$ cat config.mk
export PLATFORM = sky130hd
export DESIGN_NAME = lru_slot_mapper_two_pools_unit_flat
export DESIGN_NICKNAME = d
export VERILOG_FILES = /design/src/rtl/lsm_pkg.sv /design/src/rtl/lsm_if.sv /design/src/rtl/lsm_pool.sv /design/src/rtl/lru_slot_mapper_two_pools_unit.sv /design/src/flat_wrapper.sv
export SDC_FILE = /design/constraint.sdc
export NUM_CORES = 1
export LEC_CHECK = 0
export ABC_AREA = 1
export BUFFER_PORTS_ARGS = -buffer_cell sky130_fd_sc_hd__buf_2
export CORE_MARGIN = 2
export CORE_UTILIZATION = 44
export DETAILED_ROUTE_END_ITERATION = 16
export PLACE_DENSITY = 0.65
export SETUP_SLACK_MARGIN = 0.05
export SLEW_MARGIN = 20
export SYNTH_ARGS = -nofsm -noshare
export SYNTH_HDL_FRONTEND = slang
export SYNTH_SLANG_ARGS = --single-unit
$ cat constraint.sdc
create_clock -name clk_i -period 5.7 [get_ports clk_i]
set_input_delay 0.855 -clock clk_i [delete_from_list [all_inputs] [get_ports clk_i]]
set_output_delay 0.855 -clock clk_i [all_outputs]
set_load 0.02 [all_outputs]
$ cat src/rtl/lsm_pkg.sv
// ----------------------------------------------------------------------------
// LRU slot mapper package
// Shared constants, command and register codes, and control structs.
// ----------------------------------------------------------------------------
package lsm_pkg;

  // Width of one hardware layer id.
  localparam int unsigned LAYER_W = 3;

  // Default sizes.
  localparam int unsigned MAIN_SLOTS_DEF  = 3;
  localparam int unsigned SUB_SLOTS_DEF   = 4;
  localparam int unsigned SCREEN_ID_W_DEF = 8;

  // Reset values of the layer id registers (slot 0 in the low bits).
  localparam logic [31:0] MAIN_IDS_RESET = 32'd80;
  localparam logic [31:0] SUB_IDS_RESET  = 32'd1672;

  // Configuration register index width.
  localparam int unsigned CFG_IDX_W = 1;

  typedef logic [LAYER_W-1:0] lsm_layer_t;

  typedef enum logic [1:0] {
    CMD_SHOW     = 2'd0,
    CMD_REGISTER = 2'd1,
    CMD_CLEAR    = 2'd2
  } lsm_cmd_e;

  typedef enum logic [CFG_IDX_W-1:0] {
    CFG_MAIN_IDS = 1'b0,
    CFG_SUB_IDS  = 1'b1
  } lsm_cfg_e;

  // Operation handed to one pool.
  typedef struct packed {
    logic en;     // commit the state update this cycle
    logic clear;  // empty the pool and reload its LRU order
    logic add;    // register a screen in this pool
    logic show;   // show a screen with this pool selected
  } lsm_pool_op_t;

  // Tag lookup result of one pool.
  typedef struct packed {
    logic       hit;
    lsm_layer_t layer;
  } lsm_lookup_t;

  // Result fields of one pool; all zero when the pool is not selected.
  typedef struct packed {
    lsm_layer_t layer;
    logic       was_loaded;
    logic       evicted_valid;
    logic       status;
  } lsm_pool_res_t;

endpackage

$ cat src/rtl/lsm_if.sv
// ----------------------------------------------------------------------------
// LRU slot mapper channels
// Valid/ready request and response interfaces.
// ----------------------------------------------------------------------------
interface lsm_req_if #(
  parameter int unsigned ID_W = 8
);
  logic            valid;
  logic            ready;
  logic [1:0]      command;
  logic [ID_W-1:0] screen_id;
  logic            is_main;

  modport source (output valid, command, screen_id, is_main, input ready);
  modport sink   (input valid, command, screen_id, is_main, output ready);
endinterface

interface lsm_rsp_if #(
  parameter int unsigned ID_W = 8
);
  logic            valid;
  logic            ready;
  logic [2:0]      layer_id;
  logic            was_loaded;
  logic            evicted_valid;
  logic [ID_W-1:0] evicted_screen;
  logic            status;

  modport source (output valid, layer_id, was_loaded, evicted_valid, evicted_screen, status,
                  input ready);
  modport sink   (input valid, layer_id, was_loaded, evicted_valid, evicted_screen, status,
                  output ready);
endinterface

$ cat src/rtl/lsm_pool.sv
// ----------------------------------------------------------------------------
// LRU slot mapper pool
// Tags, fill count and LRU order of one pool, with single-pass update logic.
// ----------------------------------------------------------------------------
module lsm_pool #(
  parameter int unsigned SLOTS = lsm_pkg::MAIN_SLOTS_DEF,
  parameter int unsigned ID_W  = lsm_pkg::SCREEN_ID_W_DEF,
  parameter logic [lsm_pkg::LAYER_W*SLOTS-1:0] RESET_IDS = '0
) (
  input  logic                              clk_i,
  input  logic                              rst_ni,
  input  logic [lsm_pkg::LAYER_W*SLOTS-1:0] ids_i,
  input  lsm_pkg::lsm_pool_op_t             op_i,
  input  logic [ID_W-1:0]                   sid_i,
  input  lsm_pkg::lsm_lookup_t              other_i,
  output lsm_pkg::lsm_lookup_t              lookup_o,
  output lsm_pkg::lsm_pool_res_t            res_o,
  output logic [ID_W-1:0]                   evicted_o
);
  import lsm_pkg::*;

  localparam int unsigned CW = $clog2(SLOTS + 1);

  logic [ID_W-1:0] tags_q [SLOTS];
  logic [CW-1:0]   count_q, count_d;
  lsm_layer_t      lru_q [SLOTS];
  lsm_layer_t      lru_d [SLOTS];
  lsm_layer_t      slot_layer [SLOTS];

  logic [SLOTS-1:0] fill_oh, vic_oh, wr_oh, pos_oh;
  logic             full, hit, vic_found, pos_found, after, touch;
  lsm_layer_t       hit_layer, fill_layer, vic_layer;
  logic [ID_W-1:0]  vic_tag;
  lsm_pool_res_t    res;
  logic [ID_W-1:0]  evicted;

  // Layer id of each slot from the configuration register.
  always_comb begin
    for (int i = 0; i < SLOTS; i++) begin
      slot_layer[i] = ids_i[LAYER_W*i +: LAYER_W];
    end
  end

  // Tag lookup among occupied slots; the lowest matching slot wins.
  always_comb begin
    hit       = 1'b0;
    hit_layer = '0;
    for (int i = SLOTS - 1; i >= 0; i--) begin
      if (CW'(i) < count_q && tags_q[i] == sid_i) begin
        hit       = 1'b1;
        hit_layer = slot_layer[i];
      end
    end
  end

  assign lookup_o = '{hit: hit, layer: hit_layer};

  // Next free slot and its layer.
  always_comb begin
    full       = (count_q == CW'(SLOTS));
    fill_layer = '0;
    for (int i = 0; i < SLOTS; i++) begin
      fill_oh[i] = (CW'(i) == count_q);
      if (fill_oh[i]) begin
        fill_layer = slot_layer[i];
      end
    end
  end

  // Victim: lowest slot whose layer heads the LRU order, else slot 0.
  always_comb begin
    vic_oh    = '0;
    vic_found = 1'b0;
    for (int i = 0; i < SLOTS; i++) begin
      if (!vic_found && slot_layer[i] == lru_q[0]) begin
        vic_oh[i] = 1'b1;
        vic_found = 1'b1;
      end
    end
    if (!vic_found) begin
      vic_oh[0] = 1'b1;
    end
    vic_layer = '0;
    vic_tag   = '0;
    for (int i = 0; i < SLOTS; i++) begin
      if (vic_oh[i]) begin
        vic_layer = slot_layer[i];
        vic_tag   = tags_q[i];
      end
    end
  end

  // Request decision: register, show with hit, fill or eviction, or clear.
  always_comb begin
    res     = '0;
    evicted = '0;
    wr_oh   = '0;
    touch   = 1'b0;
    count_d = count_q;
    if (op_i.add) begin
      if (!full) begin
        res.layer = fill_layer;
        wr_oh     = fill_oh;
        count_d   = count_q + CW'(1);
      end else begin
        res.status = 1'b1;
      end
    end else if (op_i.show) begin
      touch = 1'b1;
      if (hit) begin
        res.layer      = hit_layer;
        res.was_loaded = 1'b1;
      end else if (other_i.hit) begin
        res.layer      = other_i.layer;
        res.was_loaded = 1'b1;
      end else if (!full) begin
        res.layer = fill_layer;
        wr_oh     = fill_oh;
        count_d   = count_q + CW'(1);
      end else begin
        res.layer         = vic_layer;
        res.evicted_valid = 1'b1;
        evicted           = vic_tag;
        wr_oh             = vic_oh;
      end
    end else if (op_i.clear) begin
      count_d = '0;
    end
  end

  assign res_o     = res;
  assign evicted_o = evicted;

  // LRU update: move the shown layer to the most-recent end; an absent
  // layer is taken from the head. Clear reloads the order from the slot layers.
  always_comb begin
    pos_oh    = '0;
    pos_found = 1'b0;
    for (int i = 0; i < SLOTS; i++) begin
      if (!pos_found && lru_q[i] == res.layer) begin
        pos_oh[i] = 1'b1;
        pos_found = 1'b1;
      end
    end
    if (!pos_found) begin
      pos_oh[0] = 1'b1;
    end
    after = 1'b0;
    for (int i = 0; i < SLOTS; i++) begin
      after = after | pos_oh[i];
      if (op_i.clear) begin
        lru_d[i] = slot_layer[i];
      end else if (!touch || !after) begin
        lru_d[i] = lru_q[i];
      end else if (i == SLOTS - 1) begin
        lru_d[i] = res.layer;
      end else begin
        lru_d[i] = lru_q[(i == SLOTS - 1) ? i : i + 1];
      end
    end
  end

  // Fill count and LRU order.
  always_ff @(posedge clk_i or negedge rst_ni) begin
    if (!rst_ni) begin
      count_q <= '0;
      for (int i = 0; i < SLOTS; i++) begin
        lru_q[i] <= RESET_IDS[LAYER_W*i +: LAYER_W];
      end
    end else if (op_i.en) begin
      count_q <= count_d;
      lru_q   <= lru_d;
    end
  end

  // Tag store; slots above the fill count are never read.
  always_ff @(posedge clk_i) begin
    if (op_i.en) begin
      for (int i = 0; i < SLOTS; i++) begin
        if (wr_oh[i]) begin
          tags_q[i] <= sid_i;
        end
      end
    end
  end

endmodule

$ cat src/rtl/lru_slot_mapper_two_pools_unit.sv
// ----------------------------------------------------------------------------
// LRU slot mapper, two pools
// Maps screen ids onto configured layer slots of a main and a sub pool.
// ----------------------------------------------------------------------------
// The unit takes one request per cycle unless stalled and returns exactly one
// response for each request: a request is captured in an input register, the
// tag compare, fill, victim choice and LRU update of both pools run in one pass
// from that register, and the outcome lands in a response register while the
// pool state commits at the same edge. Back-pressure on the response side
// stalls the input register and then the request side. The layer id registers
// may be written only while no request is in flight; a write changes slot
// layers at once, while the LRU orders are reloaded from them only by reset
// and by the clear command.
module lru_slot_mapper_two_pools_unit #(
  parameter int unsigned MAIN_SLOTS      = lsm_pkg::MAIN_SLOTS_DEF,
  parameter int unsigned SUB_SLOTS       = lsm_pkg::SUB_SLOTS_DEF,
  parameter int unsigned SCREEN_ID_WIDTH = lsm_pkg::SCREEN_ID_W_DEF
) (
  input  logic                             clk_i,
  input  logic                             rst_ni,
  lsm_req_if.sink                          req_i,
  lsm_rsp_if.source                        rsp_o,
  input  logic                             cfg_we_i,
  input  logic [lsm_pkg::CFG_IDX_W-1:0]    cfg_idx_i,
  input  logic [lsm_pkg::LAYER_W*((MAIN_SLOTS > SUB_SLOTS) ? MAIN_SLOTS : SUB_SLOTS)-1:0]
                                           cfg_data_i
);
  import lsm_pkg::*;

  localparam int unsigned MAIN_W = LAYER_W * MAIN_SLOTS;
  localparam int unsigned SUB_W  = LAYER_W * SUB_SLOTS;

  // Configuration registers.
  logic [MAIN_W-1:0] main_ids_q;
  logic [SUB_W-1:0]  sub_ids_q;

  always_ff @(posedge clk_i or negedge rst_ni) begin
    if (!rst_ni) begin
      main_ids_q <= MAIN_IDS_RESET[MAIN_W-1:0];
      sub_ids_q  <= SUB_IDS_RESET[SUB_W-1:0];
    end else if (cfg_we_i) begin
      unique case (lsm_cfg_e'(cfg_idx_i))
        CFG_MAIN_IDS: main_ids_q <= cfg_data_i[MAIN_W-1:0];
        CFG_SUB_IDS:  sub_ids_q  <= cfg_data_i[SUB_W-1:0];
        default: ;
      endcase
    end
  end

  // Input register.
  logic                       inq_valid_q;
  logic [1:0]                 cmd_q;
  logic [SCREEN_ID_WIDTH-1:0] sid_q;
  logic                       is_main_q;
  logic                       rsp_valid_q;
  logic                       advance;

  assign advance     = inq_valid_q && (!rsp_valid_q || rsp_o.ready);
  assign req_i.ready = !inq_valid_q || advance;

  always_ff @(posedge clk_i or negedge rst_ni) begin
    if (!rst_ni) begin
      inq_valid_q <= 1'b0;
    end else if (req_i.ready) begin
      inq_valid_q <= req_i.valid;
    end
  end

  always_ff @(posedge clk_i) begin
    if (req_i.valid && req_i.ready) begin
      cmd_q     <= req_i.command;
      sid_q     <= req_i.screen_id;
      is_main_q <= req_i.is_main;
    end
  end

  // Command decode into per-pool operations.
  lsm_pool_op_t main_op, sub_op;

  always_comb begin
    main_op    = '0;
    sub_op     = '0;
    main_op.en = advance;
    sub_op.en  = advance;
    unique case (cmd_q)
      CMD_SHOW: begin
        main_op.show = is_main_q;
        sub_op.show  = !is_main_q;
      end
      CMD_REGISTER: begin
        main_op.add = is_main_q;
        sub_op.add  = !is_main_q;
      end
      CMD_CLEAR: begin
        main_op.clear = 1'b1;
        sub_op.clear  = 1'b1;
      end
      default: ;
    endcase
  end

  // The two pools; each sees the other's lookup for cross-pool hits.
  lsm_lookup_t                main_look, sub_look;
  lsm_pool_res_t              main_res, sub_res;
  logic [SCREEN_ID_WIDTH-1:0] main_evicted, sub_evicted;

  lsm_pool #(
    .SLOTS     (MAIN_SLOTS),
    .ID_W      (SCREEN_ID_WIDTH),
    .RESET_IDS (MAIN_IDS_RESET[MAIN_W-1:0])
  ) u_main_pool (
    .clk_i     (clk_i),
    .rst_ni    (rst_ni),
    .ids_i     (main_ids_q),
    .op_i      (main_op),
    .sid_i     (sid_q),
    .other_i   (sub_look),
    .lookup_o  (main_look),
    .res_o     (main_res),
    .evicted_o (main_evicted)
  );

  lsm_pool #(
    .SLOTS     (SUB_SLOTS),
    .ID_W      (SCREEN_ID_WIDTH),
    .RESET_IDS (SUB_IDS_RESET[SUB_W-1:0])
  ) u_sub_pool (
    .clk_i     (clk_i),
    .rst_ni    (rst_ni),
    .ids_i     (sub_ids_q),
    .op_i      (sub_op),
    .sid_i     (sid_q),
    .other_i   (main_look),
    .lookup_o  (sub_look),
    .res_o     (sub_res),
    .evicted_o (sub_evicted)
  );

  // Response register; an unselected pool reports all zeros.
  lsm_pool_res_t              rsp_res_q;
  logic [SCREEN_ID_WIDTH-1:0] rsp_evicted_q;

  always_ff @(posedge clk_i or negedge rst_ni) begin
    if (!rst_ni) begin
      rsp_valid_q <= 1'b0;
    end else if (advance) begin
      rsp_valid_q <= 1'b1;
    end else if (rsp_o.ready) begin
      rsp_valid_q <= 1'b0;
    end
  end

  always_ff @(posedge clk_i) begin
    if (advance) begin
      rsp_res_q     <= main_res | sub_res;
      rsp_evicted_q <= main_evicted | sub_evicted;
    end
  end

  assign rsp_o.valid          = rsp_valid_q;
  assign rsp_o.layer_id       = rsp_res_q.layer;
  assign rsp_o.was_loaded     = rsp_res_q.was_loaded;
  assign rsp_o.evicted_valid  = rsp_res_q.evicted_valid;
  assign rsp_o.evicted_screen = rsp_evicted_q;
  assign rsp_o.status         = rsp_res_q.status;

endmodule

$ cat src/flat_wrapper.sv
// flat-port wrapper written by rule: the top's interface ports become plain ports
module lru_slot_mapper_two_pools_unit_flat import lsm_pkg::*;
#(
  parameter int unsigned MAIN_SLOTS      = lsm_pkg::MAIN_SLOTS_DEF,
  parameter int unsigned SUB_SLOTS       = lsm_pkg::SUB_SLOTS_DEF,
  parameter int unsigned SCREEN_ID_WIDTH = lsm_pkg::SCREEN_ID_W_DEF
)
  (clk_i, rst_ni, cfg_we_i, cfg_idx_i, cfg_data_i, req_i_valid, req_i_command, req_i_screen_id, req_i_is_main, req_i_ready, rsp_o_valid, rsp_o_layer_id, rsp_o_was_loaded, rsp_o_evicted_valid, rsp_o_evicted_screen, rsp_o_status, rsp_o_ready);
  lsm_req_if #(.ID_W(8)) req_i_i ();
  lsm_rsp_if #(.ID_W(8)) rsp_o_i ();
  input  logic clk_i;
  input  logic rst_ni;
  input  logic cfg_we_i;
  input  logic [lsm_pkg::CFG_IDX_W-1:0] cfg_idx_i;
  input  logic [lsm_pkg::LAYER_W*((MAIN_SLOTS > SUB_SLOTS) ? MAIN_SLOTS : SUB_SLOTS)-1:0] cfg_data_i;
  input wire logic [$bits(req_i_i.valid)-1:0] req_i_valid;
  input wire logic [$bits(req_i_i.command)-1:0] req_i_command;
  input wire logic [$bits(req_i_i.screen_id)-1:0] req_i_screen_id;
  input wire logic [$bits(req_i_i.is_main)-1:0] req_i_is_main;
  output wire logic [$bits(req_i_i.ready)-1:0] req_i_ready;
  output wire logic [$bits(rsp_o_i.valid)-1:0] rsp_o_valid;
  output wire logic [$bits(rsp_o_i.layer_id)-1:0] rsp_o_layer_id;
  output wire logic [$bits(rsp_o_i.was_loaded)-1:0] rsp_o_was_loaded;
  output wire logic [$bits(rsp_o_i.evicted_valid)-1:0] rsp_o_evicted_valid;
  output wire logic [$bits(rsp_o_i.evicted_screen)-1:0] rsp_o_evicted_screen;
  output wire logic [$bits(rsp_o_i.status)-1:0] rsp_o_status;
  input wire logic [$bits(rsp_o_i.ready)-1:0] rsp_o_ready;
  assign req_i_i.valid = req_i_valid;
  assign req_i_i.command = req_i_command;
  assign req_i_i.screen_id = req_i_screen_id;
  assign req_i_i.is_main = req_i_is_main;
  assign req_i_ready = req_i_i.ready;
  assign rsp_o_valid = rsp_o_i.valid;
  assign rsp_o_layer_id = rsp_o_i.layer_id;
  assign rsp_o_was_loaded = rsp_o_i.was_loaded;
  assign rsp_o_evicted_valid = rsp_o_i.evicted_valid;
  assign rsp_o_evicted_screen = rsp_o_i.evicted_screen;
  assign rsp_o_status = rsp_o_i.status;
  assign rsp_o_i.ready = rsp_o_ready;
  lru_slot_mapper_two_pools_unit #(.MAIN_SLOTS(MAIN_SLOTS), .SUB_SLOTS(SUB_SLOTS), .SCREEN_ID_WIDTH(SCREEN_ID_WIDTH)) u_core (.clk_i(clk_i), .rst_ni(rst_ni), .req_i(req_i_i), .rsp_o(rsp_o_i), .cfg_we_i(cfg_we_i), .cfg_idx_i(cfg_idx_i), .cfg_data_i(cfg_data_i));
endmodule
* After elaboration in Yosys (flattened, before gate mapping)
Memories as Yosys holds them, arrays and structs flattened.
Cells that the tools add are included.
** Cells by class
- Mux-type cells :: 182
- Reduce and logical (&&, ||, !) cells :: 72
- $lt $le $gt $ge :: 7
- Add/sub/neg operators :: 2
- Equality and inequality tests :: 41
- Bitwise gates (word level) :: 8
** Operators with widths (number)
- $mux 8 :: 22
- $mux 3 :: 55
- $mux 1 :: 82
- $eq 8x8->1 :: 7
- $eq 3x3->1 :: 14
- $reduce_or 8->1 :: 5
- $mux 4 :: 8
- $mux 2 :: 13
- $logic_not 1->1 :: 22
- $logic_and 1x1->1 :: 19
- $reduce_and 2->1 :: 9
- $ne 2x1->1 const B :: 7
- $ne 3x2->1 const B :: 4
- $mux 5 :: 2
- $logic_or 1x1->1 :: 9
- $or 8x8->8 :: 1
- $reduce_and 4->1 :: 2
- $eq 2x3->1 const A :: 2
- $lt 1x3->1 const A :: 2
- $lt 2x3->1 const A :: 2
- $or 6x6->6 :: 1
- $reduce_bool 3->1 :: 2
- $or 1x1->1 :: 5
- $eq 2x2->1 const B :: 2
- other kinds (13) :: 15
** Word-level totals
- Register bits :: 74
- Logic and storage cells :: 335
- Output and inout port bits :: 16
- Memory bits (writable) :: 56
- Bits of input ports :: 29
- Memories :: 2
** Memories
- u_core.u_sub_pool.tags_q :: words 4, bits a word 8, rd ports 4, clocked after Yosys merged registers in 0, wr ports 1, RTL line lsm_pool.sv:24 : logic [ID_W-1:0] tags_q [SLOTS];
- u_core.u_main_pool.tags_q :: words 3, bits a word 8, rd ports 3, clocked after Yosys merged registers in 0, wr ports 1, RTL line lsm_pool.sv:24

* Logic depth before layout (Yosys ltp)
- Depth in word-level cells :: 40
- Depth in mapped cells :: 26
- Gate-level depth less buffers :: 25

* By module
A second synthesis with hierarchy kept.
** Unflattened totals
- Cells, all modules :: 1135
- Area total of the unflattened synthesis :: 8687.1 um^2
** Modules (own cells, without submodules)
- lsm_pool (u_core.u_sub_pool) :: area each 3897.5 um^2, cells each 553, times used 1, seq. area each 1341.3 um^2
- lsm_pool (u_core.u_main_pool) :: area each 2996.6 um^2, cells each 432, times used 1, seq. area each 998.5 um^2
- lru_slot_mapper_two_pools_unit :: area each 1793.0 um^2, cells each 150, times used 1, seq. area each 1333.8 um^2

* Worst setup path after synthesis
No wires, ideal clock.
- Path type :: register -> register
- Start :: reg u_core.sid_q[5]
- End :: mem u_core.u_main_pool.tags_q[0][0], enable pin
- Arrival time :: 2579 ps
- Clock period less this slack :: 2967 ps
- Cell stages (with the launch flop) :: 15
- Path buffers :: 1
- Setup time :: 388 ps
- Required time :: 5312 ps
- Path slack :: 2733 ps
- Cells stage by stage :: edfxtp_1 -> buf_4 -> inv_2 -> nand2_2 -> nand2_1 -> inv_1 -> nand3_1 -> nor2_2 -> nand2_1 -> nand2_1 -> nor2_2 -> nand2_4 -> nor3_2 -> nand2_1 -> a221oi_1
** Between the ends
- Word-level cells in the longest chain between the ends :: 16
- Elaborated cells on any way between the ends :: 40
- Classes of those cells :: eq/ne: 7; mux: 24; reduce/logical: 9
** RTL lines
- start, declared :: RTL line lru_slot_mapper_two_pools_unit.sv:53 : logic [SCREEN_ID_WIDTH-1:0] sid_q;
- start signal, assigned :: RTL line lru_slot_mapper_two_pools_unit.sv:72 : sid_q <= req_i.screen_id;
- $eq 8x8->1 :: RTL line lsm_pool.sv:49 : if (CW'(i) < count_q && tags_q[i] == sid_i) begin
- $logic_and 1x1->1 :: RTL line lsm_pool.sv:49
- $mux 1 (4 in series) :: RTL line lsm_pool.sv:49
- $mux 3 :: RTL line lsm_pool.sv:113 : end else if (other_i.hit) begin
- $mux 3 * :: RTL line lsm_pool.sv:110 : if (hit) begin
- $mux 3 * :: RTL line lsm_pool.sv:108 : end else if (op_i.show) begin
- $mux 3 * :: RTL line lsm_pool.sv:100 : if (op_i.add) begin
- $mux 1 :: RTL line lsm_pool.sv:180 : if (wr_oh[i]) begin
- $mux 1 :: RTL line lsm_pool.sv:178 : if (op_i.en) begin
- $mux 1 (not written as such) :: RTL line lsm_pool.sv:181 : tags_q[i] <= sid_i;
- $reduce_or 8->1 (no source line)
- $mux 2 (no source line) / $mux 1 (equally long branches) (2 in series)
- end, declared :: RTL line lsm_pool.sv:24
Every way passes the cells marked *; elsewhere a longest branch is shown, timed or not.

* Final worst setup path
- Start :: reg u_core.sid_q[0]
- End :: mem u_core.u_sub_pool.tags_q[4][3] (netlist: u_core.u_sub_pool.tags_q[1][3]), enable pin
** Between the ends
- Word-level cells in the longest chain between the ends :: 16
- Elaborated cells on any way between the ends :: 46
- Classes of those cells :: eq/ne: 7; mux: 29; reduce/logical: 10
** RTL lines (RTL line)
- $eq 8x8->1 :: lsm_pool.sv:49
- $logic_and 1x1->1 :: lsm_pool.sv:49
- $mux 1 (3 in series) :: lsm_pool.sv:49
- $mux 4 / $mux 1 (equally long branches) :: lsm_pool.sv:113, lsm_pool.sv:49
- $mux 4 * :: lsm_pool.sv:110
- $mux 4 * :: lsm_pool.sv:108
- $mux 4 * :: lsm_pool.sv:100
- $mux 1 :: lsm_pool.sv:180
- $mux 1 :: lsm_pool.sv:178
- $mux 1 (not written as such) :: lsm_pool.sv:181
- $reduce_or 8->1 (no source line)
- $mux 2 (no source line) / $mux 1 (equally long branches) (3 in series)
- end, declared :: lsm_pool.sv:24
Marked as above.

==> results.cfg <==
[die]
placementRows = 49
dieHeight_um = 140
floorplan.die_area_um2 = 19700
initial_utilization = 0.452
num_io_pins = 45
fp.dieW_um = 140
coreArea_um2 = 18100

[cts]
number_of_sinks_driven_by_the_clock_tree = 130
post_cts_resized = 0
cts_setup_buffers = 0
cts.root.buffer_cell = sky130_fd_sc_hd__clkbuf_16
cts_buffers = 17
cts_max_path_buffers = 2
clk-insertion-delay-late_ns = 0.43
hold_buffers = 0
path_clk_slew_ns = 0.06
tritoncts = yes
cts_max_level = 4

[drt]
routedWlPerCell_um = 17.2
drt-total-wl_mm = 23.0
post_drt_via_cell_ratio = 5.51
dr.first_iter.drc_count = 888
count_of_vias_placed_by_the_detailed_router = 7394
route.antenna.remaining_nets = 0
dr.pass1.iters = 6
drt_drc_violations_left = 0

[timing]
final-hold-violation-count = 0
timing_worst_slew_pin_value_ns = 1.01
period_utilization_post_route = 0.608
rsz0062_at_grt = false
setup-tns-final_ns = 0
worst_slew_margin_rel = 0.329
finalWorstPathRequiredPeriod_ns = 3.47
achievable-frequency_mhz = 289
finalSetupViolCount = 0
skew_ns = 0.00830
maxSlewViolCount = 0

[power]
seq_power_share = 0.350
pwr_density_cell_nw_per_um2 = 419
worst_ir_drop_vdd_uv = 235
static-leakage-power_nw = 4.18
cellInternalPower_mw = 2.31
pwr-share-clk = 0.298
switching_share = 0.399
combPwrFrac = 0.353
power_switching_mw = 1.54
totalPowerFinal_mw = 3.85

[critical_path]
critical_path_class = reg -> reg
worst-endpoint-arrival_ns = 3.51
crit_path_required_time_ns = 5.75
worst_setup_path_end_kind = register
kind_of_start_point_of_the_critical_path = register
largest_fanout_of_any_net_on_the_critical_path = 16

[grt]
track_usage = 0.240
grt_max_degree = 50
number_of_global_route_vias_before_repair = 6790
grt.overflow.total = 0
number_of_antenna_violations_at_the_first_check_in_global_routing = 0
global_route_wire_length_before_repair_mm = 36.6

[final_layout]
post_route_cells_drive_above_1_share = 0.143
flow.area_growth_from_synthesis_pct = 12.4
diodes = 0
finish.net_count = 1131

[yosys]
primary_ff_master_synth = sky130_fd_sc_hd__edfxtp_1
synth.yosys.warnings = 0
synth_top_area_frac = 0.297
synth_top_cells_by_area = sky130_fd_sc_hd__edfxtp_1, sky130_fd_sc_hd__nand2_1, sky130_fd_sc_hd__dfrtp_1
ys_seq_area_frac = 0.449
synthesis.area_per_instance_um2 = 7.73
syn-num-nets = 1090
synth_cell_type_count = 48
count_of_flip_flops_with_a_built_in_enable_after_synthesis = 81
synth.ff_latch_count = 130
synth_area_um2 = 8180
synthCells = 1058
top_cell_type_by_total_area_after_synthesis = sky130_fd_sc_hd__edfxtp_1
async_flop_share = 0.377

[status]
status = complete, no violations

[placed_design]
io_buffer_count = 44
gp_routability_congestion = 0.961
detailedPlacementHpwl_mm = 17.1

[run]
drv_cap = 0

[hold_path]
timing.hold.worst.class = reg -> reg
## power by group through the flow
stage,Combinational (mW),Sequential [mW],Clock [mW]
after floorplan,1.07,1.28,0
after global placement,1.32,1.36,0
after detailed placement,1.33,1.36,0
after CTS,1.33,1.34,1.15
after global routing,1.51,1.36,1.20
final,1.36,1.35,1.15
## worst max-delay path, stage by stage, from the launching register on
cell	delay, ns
sky130_fd_sc_hd__edfxtp_1	0.75
sky130_fd_sc_hd__inv_2	0.14
sky130_fd_sc_hd__or2_1	0.28
sky130_fd_sc_hd__nand4_1	0.10
sky130_fd_sc_hd__nor2_1	0.06
sky130_fd_sc_hd__nand2_2	0.10
sky130_fd_sc_hd__nand2_1	0.07
sky130_fd_sc_hd__nor2_2	0.20
sky130_fd_sc_hd__nand2_4	0.12
sky130_fd_sc_hd__nor3_1	0.15
sky130_fd_sc_hd__buf_4	0.22
sky130_fd_sc_hd__nand2_1	0.06
sky130_fd_sc_hd__a21oi_1	0.82
## per-layer routing
layer | vias to the layer above | track usage | share of wire
met5 | - | 0 | 0
met4 | 0 | 0.0755 | 0.021
met3 | 44 | 0.0472 | 0.075
met2 | 331 | 0.364 | 0.44
met1 | 3422 | 0.347 | 0.47
li1 | 3597 | - | -
## stage by stage
stage | util | worst slack (ns) | std cells | cell area [um^2] | hold slack (ns)
after floorplan | - | 2.73 | 1058 | 8180 | 0.450
after global placement | 0.474 | 2.32 | 1309 | 8580 | 0.468
after detailed placement | 0.474 | 2.26 | 1309 | 8580 | 0.472
after CTS | 0.508 | 2.24 | 1341 | 9190 | 0.481
after global routing | 0.508 | 1.90 | 1341 | 9190 | 0.505
final | 0.508 | 2.23 | 1341 | 9190 | 0.481
## cell type report
cell class / instances / area (um^2)
clock inverters: 13 / 173
repair buffers: 49 / 258
fillers: 1704 / 8890
multi-input cells: 769 / 3870
well taps: 229 / 287
clock buffers: 19 / 433
inverters: 132 / 495
flip-flops and latches: 130 / 3670
## kinds of logic (layout without fill, tap and decap cells)
group,Yosys count,after routing,synth area share
and+or+nand+nor,576,576,0.319
DFF,130,130,0.449
adders and majority gates,3,3,0.00459
xor gates and xnor gates,32,32,0.0343
buffers and inverters,159,213,0.0788
AOI/OAI and AO/OA,158,158,0.115
## synth_stat cells (12+ instances only)
cell / instances
sky130_fd_sc_hd__nand2_1: 331
sky130_fd_sc_hd__xnor2_1: 21
sky130_fd_sc_hd__o211ai_1: 13
sky130_fd_sc_hd__a22oi_1: 12
sky130_fd_sc_hd__o21ai_0: 75
sky130_fd_sc_hd__edfxtp_1: 81
sky130_fd_sc_hd__dfstp_2: 12
sky130_fd_sc_hd__nand4_1: 20
sky130_fd_sc_hd__inv_2: 17
sky130_fd_sc_hd__nand2_2: 16
sky130_fd_sc_hd__dfrtp_1: 37
sky130_fd_sc_hd__nand3_1: 83
sky130_fd_sc_hd__nor2_1: 65
sky130_fd_sc_hd__a21oi_1: 33
sky130_fd_sc_hd__inv_1: 115
## flip-flops by register name (all words and copies together), names as in the netlist, 3 cells and up
name / count
u_core.u_main_pool.tags_q: 24
u_core.u_main_pool.lru_q: 9
u_core.u_sub_pool.lru_q: 12
u_core.sub_ids_q: 12
u_core.rsp_o.layer_id: 3
u_core.sid_q: 8
u_core.rsp_o.evicted_screen: 8
u_core.u_sub_pool.tags_q: 32
u_core.main_ids_q: 9
u_core.u_sub_pool.count_q: 3
## placed cells by master, fill, tap and decap left out, types with 13 or more instances in the layout
master	netlist	routed
sky130_fd_sc_hd__buf_2	5	44
sky130_fd_sc_hd__nand2_1	331	331
sky130_fd_sc_hd__o21ai_0	75	75
sky130_fd_sc_hd__clkbuf_16	0	17
sky130_fd_sc_hd__a21oi_1	33	33
sky130_fd_sc_hd__xnor2_1	21	21
sky130_fd_sc_hd__nand2_2	16	16
sky130_fd_sc_hd__inv_2	17	17
sky130_fd_sc_hd__o211ai_1	13	13
sky130_fd_sc_hd__nor2_1	65	65
sky130_fd_sc_hd__nand3_1	83	83
sky130_fd_sc_hd__edfxtp_1	81	81
sky130_fd_sc_hd__nand4_1	20	20
sky130_fd_sc_hd__dfrtp_1	37	37
sky130_fd_sc_hd__inv_1	115	115
## path summary, 6_finish.rpt
check,start,end,slack [ns],depth (start not counted)
setup / recovery,u_core.sid_q[0]$_DFFE_PP_,u_core.u_sub_pool.tags_q[1][3]$_DFFE_PP_,2.23,12
hold reg to reg,u_core.u_sub_pool.lru_q[6]$_DFFE_PN1P_,u_core.u_sub_pool.lru_q[6]$_DFFE_PN1P_,0.48,2
hold / removal,u_core.u_sub_pool.lru_q[6]$_DFFE_PN1P_,u_core.u_sub_pool.lru_q[6]$_DFFE_PN1P_,0.48,2
max in group asynchronous,rst_ni,u_core.u_sub_pool.count_q[1]$_DFFE_PN0P_,4.72,2
setup reg to reg,u_core.sid_q[0]$_DFFE_PP_,u_core.u_sub_pool.tags_q[1][3]$_DFFE_PP_,2.23,12
min in group asynchronous,rst_ni,u_core.u_main_pool.lru_q[7]$_DFFE_PN0P_,0.52,2
Power figures use the tool's default switching activity.
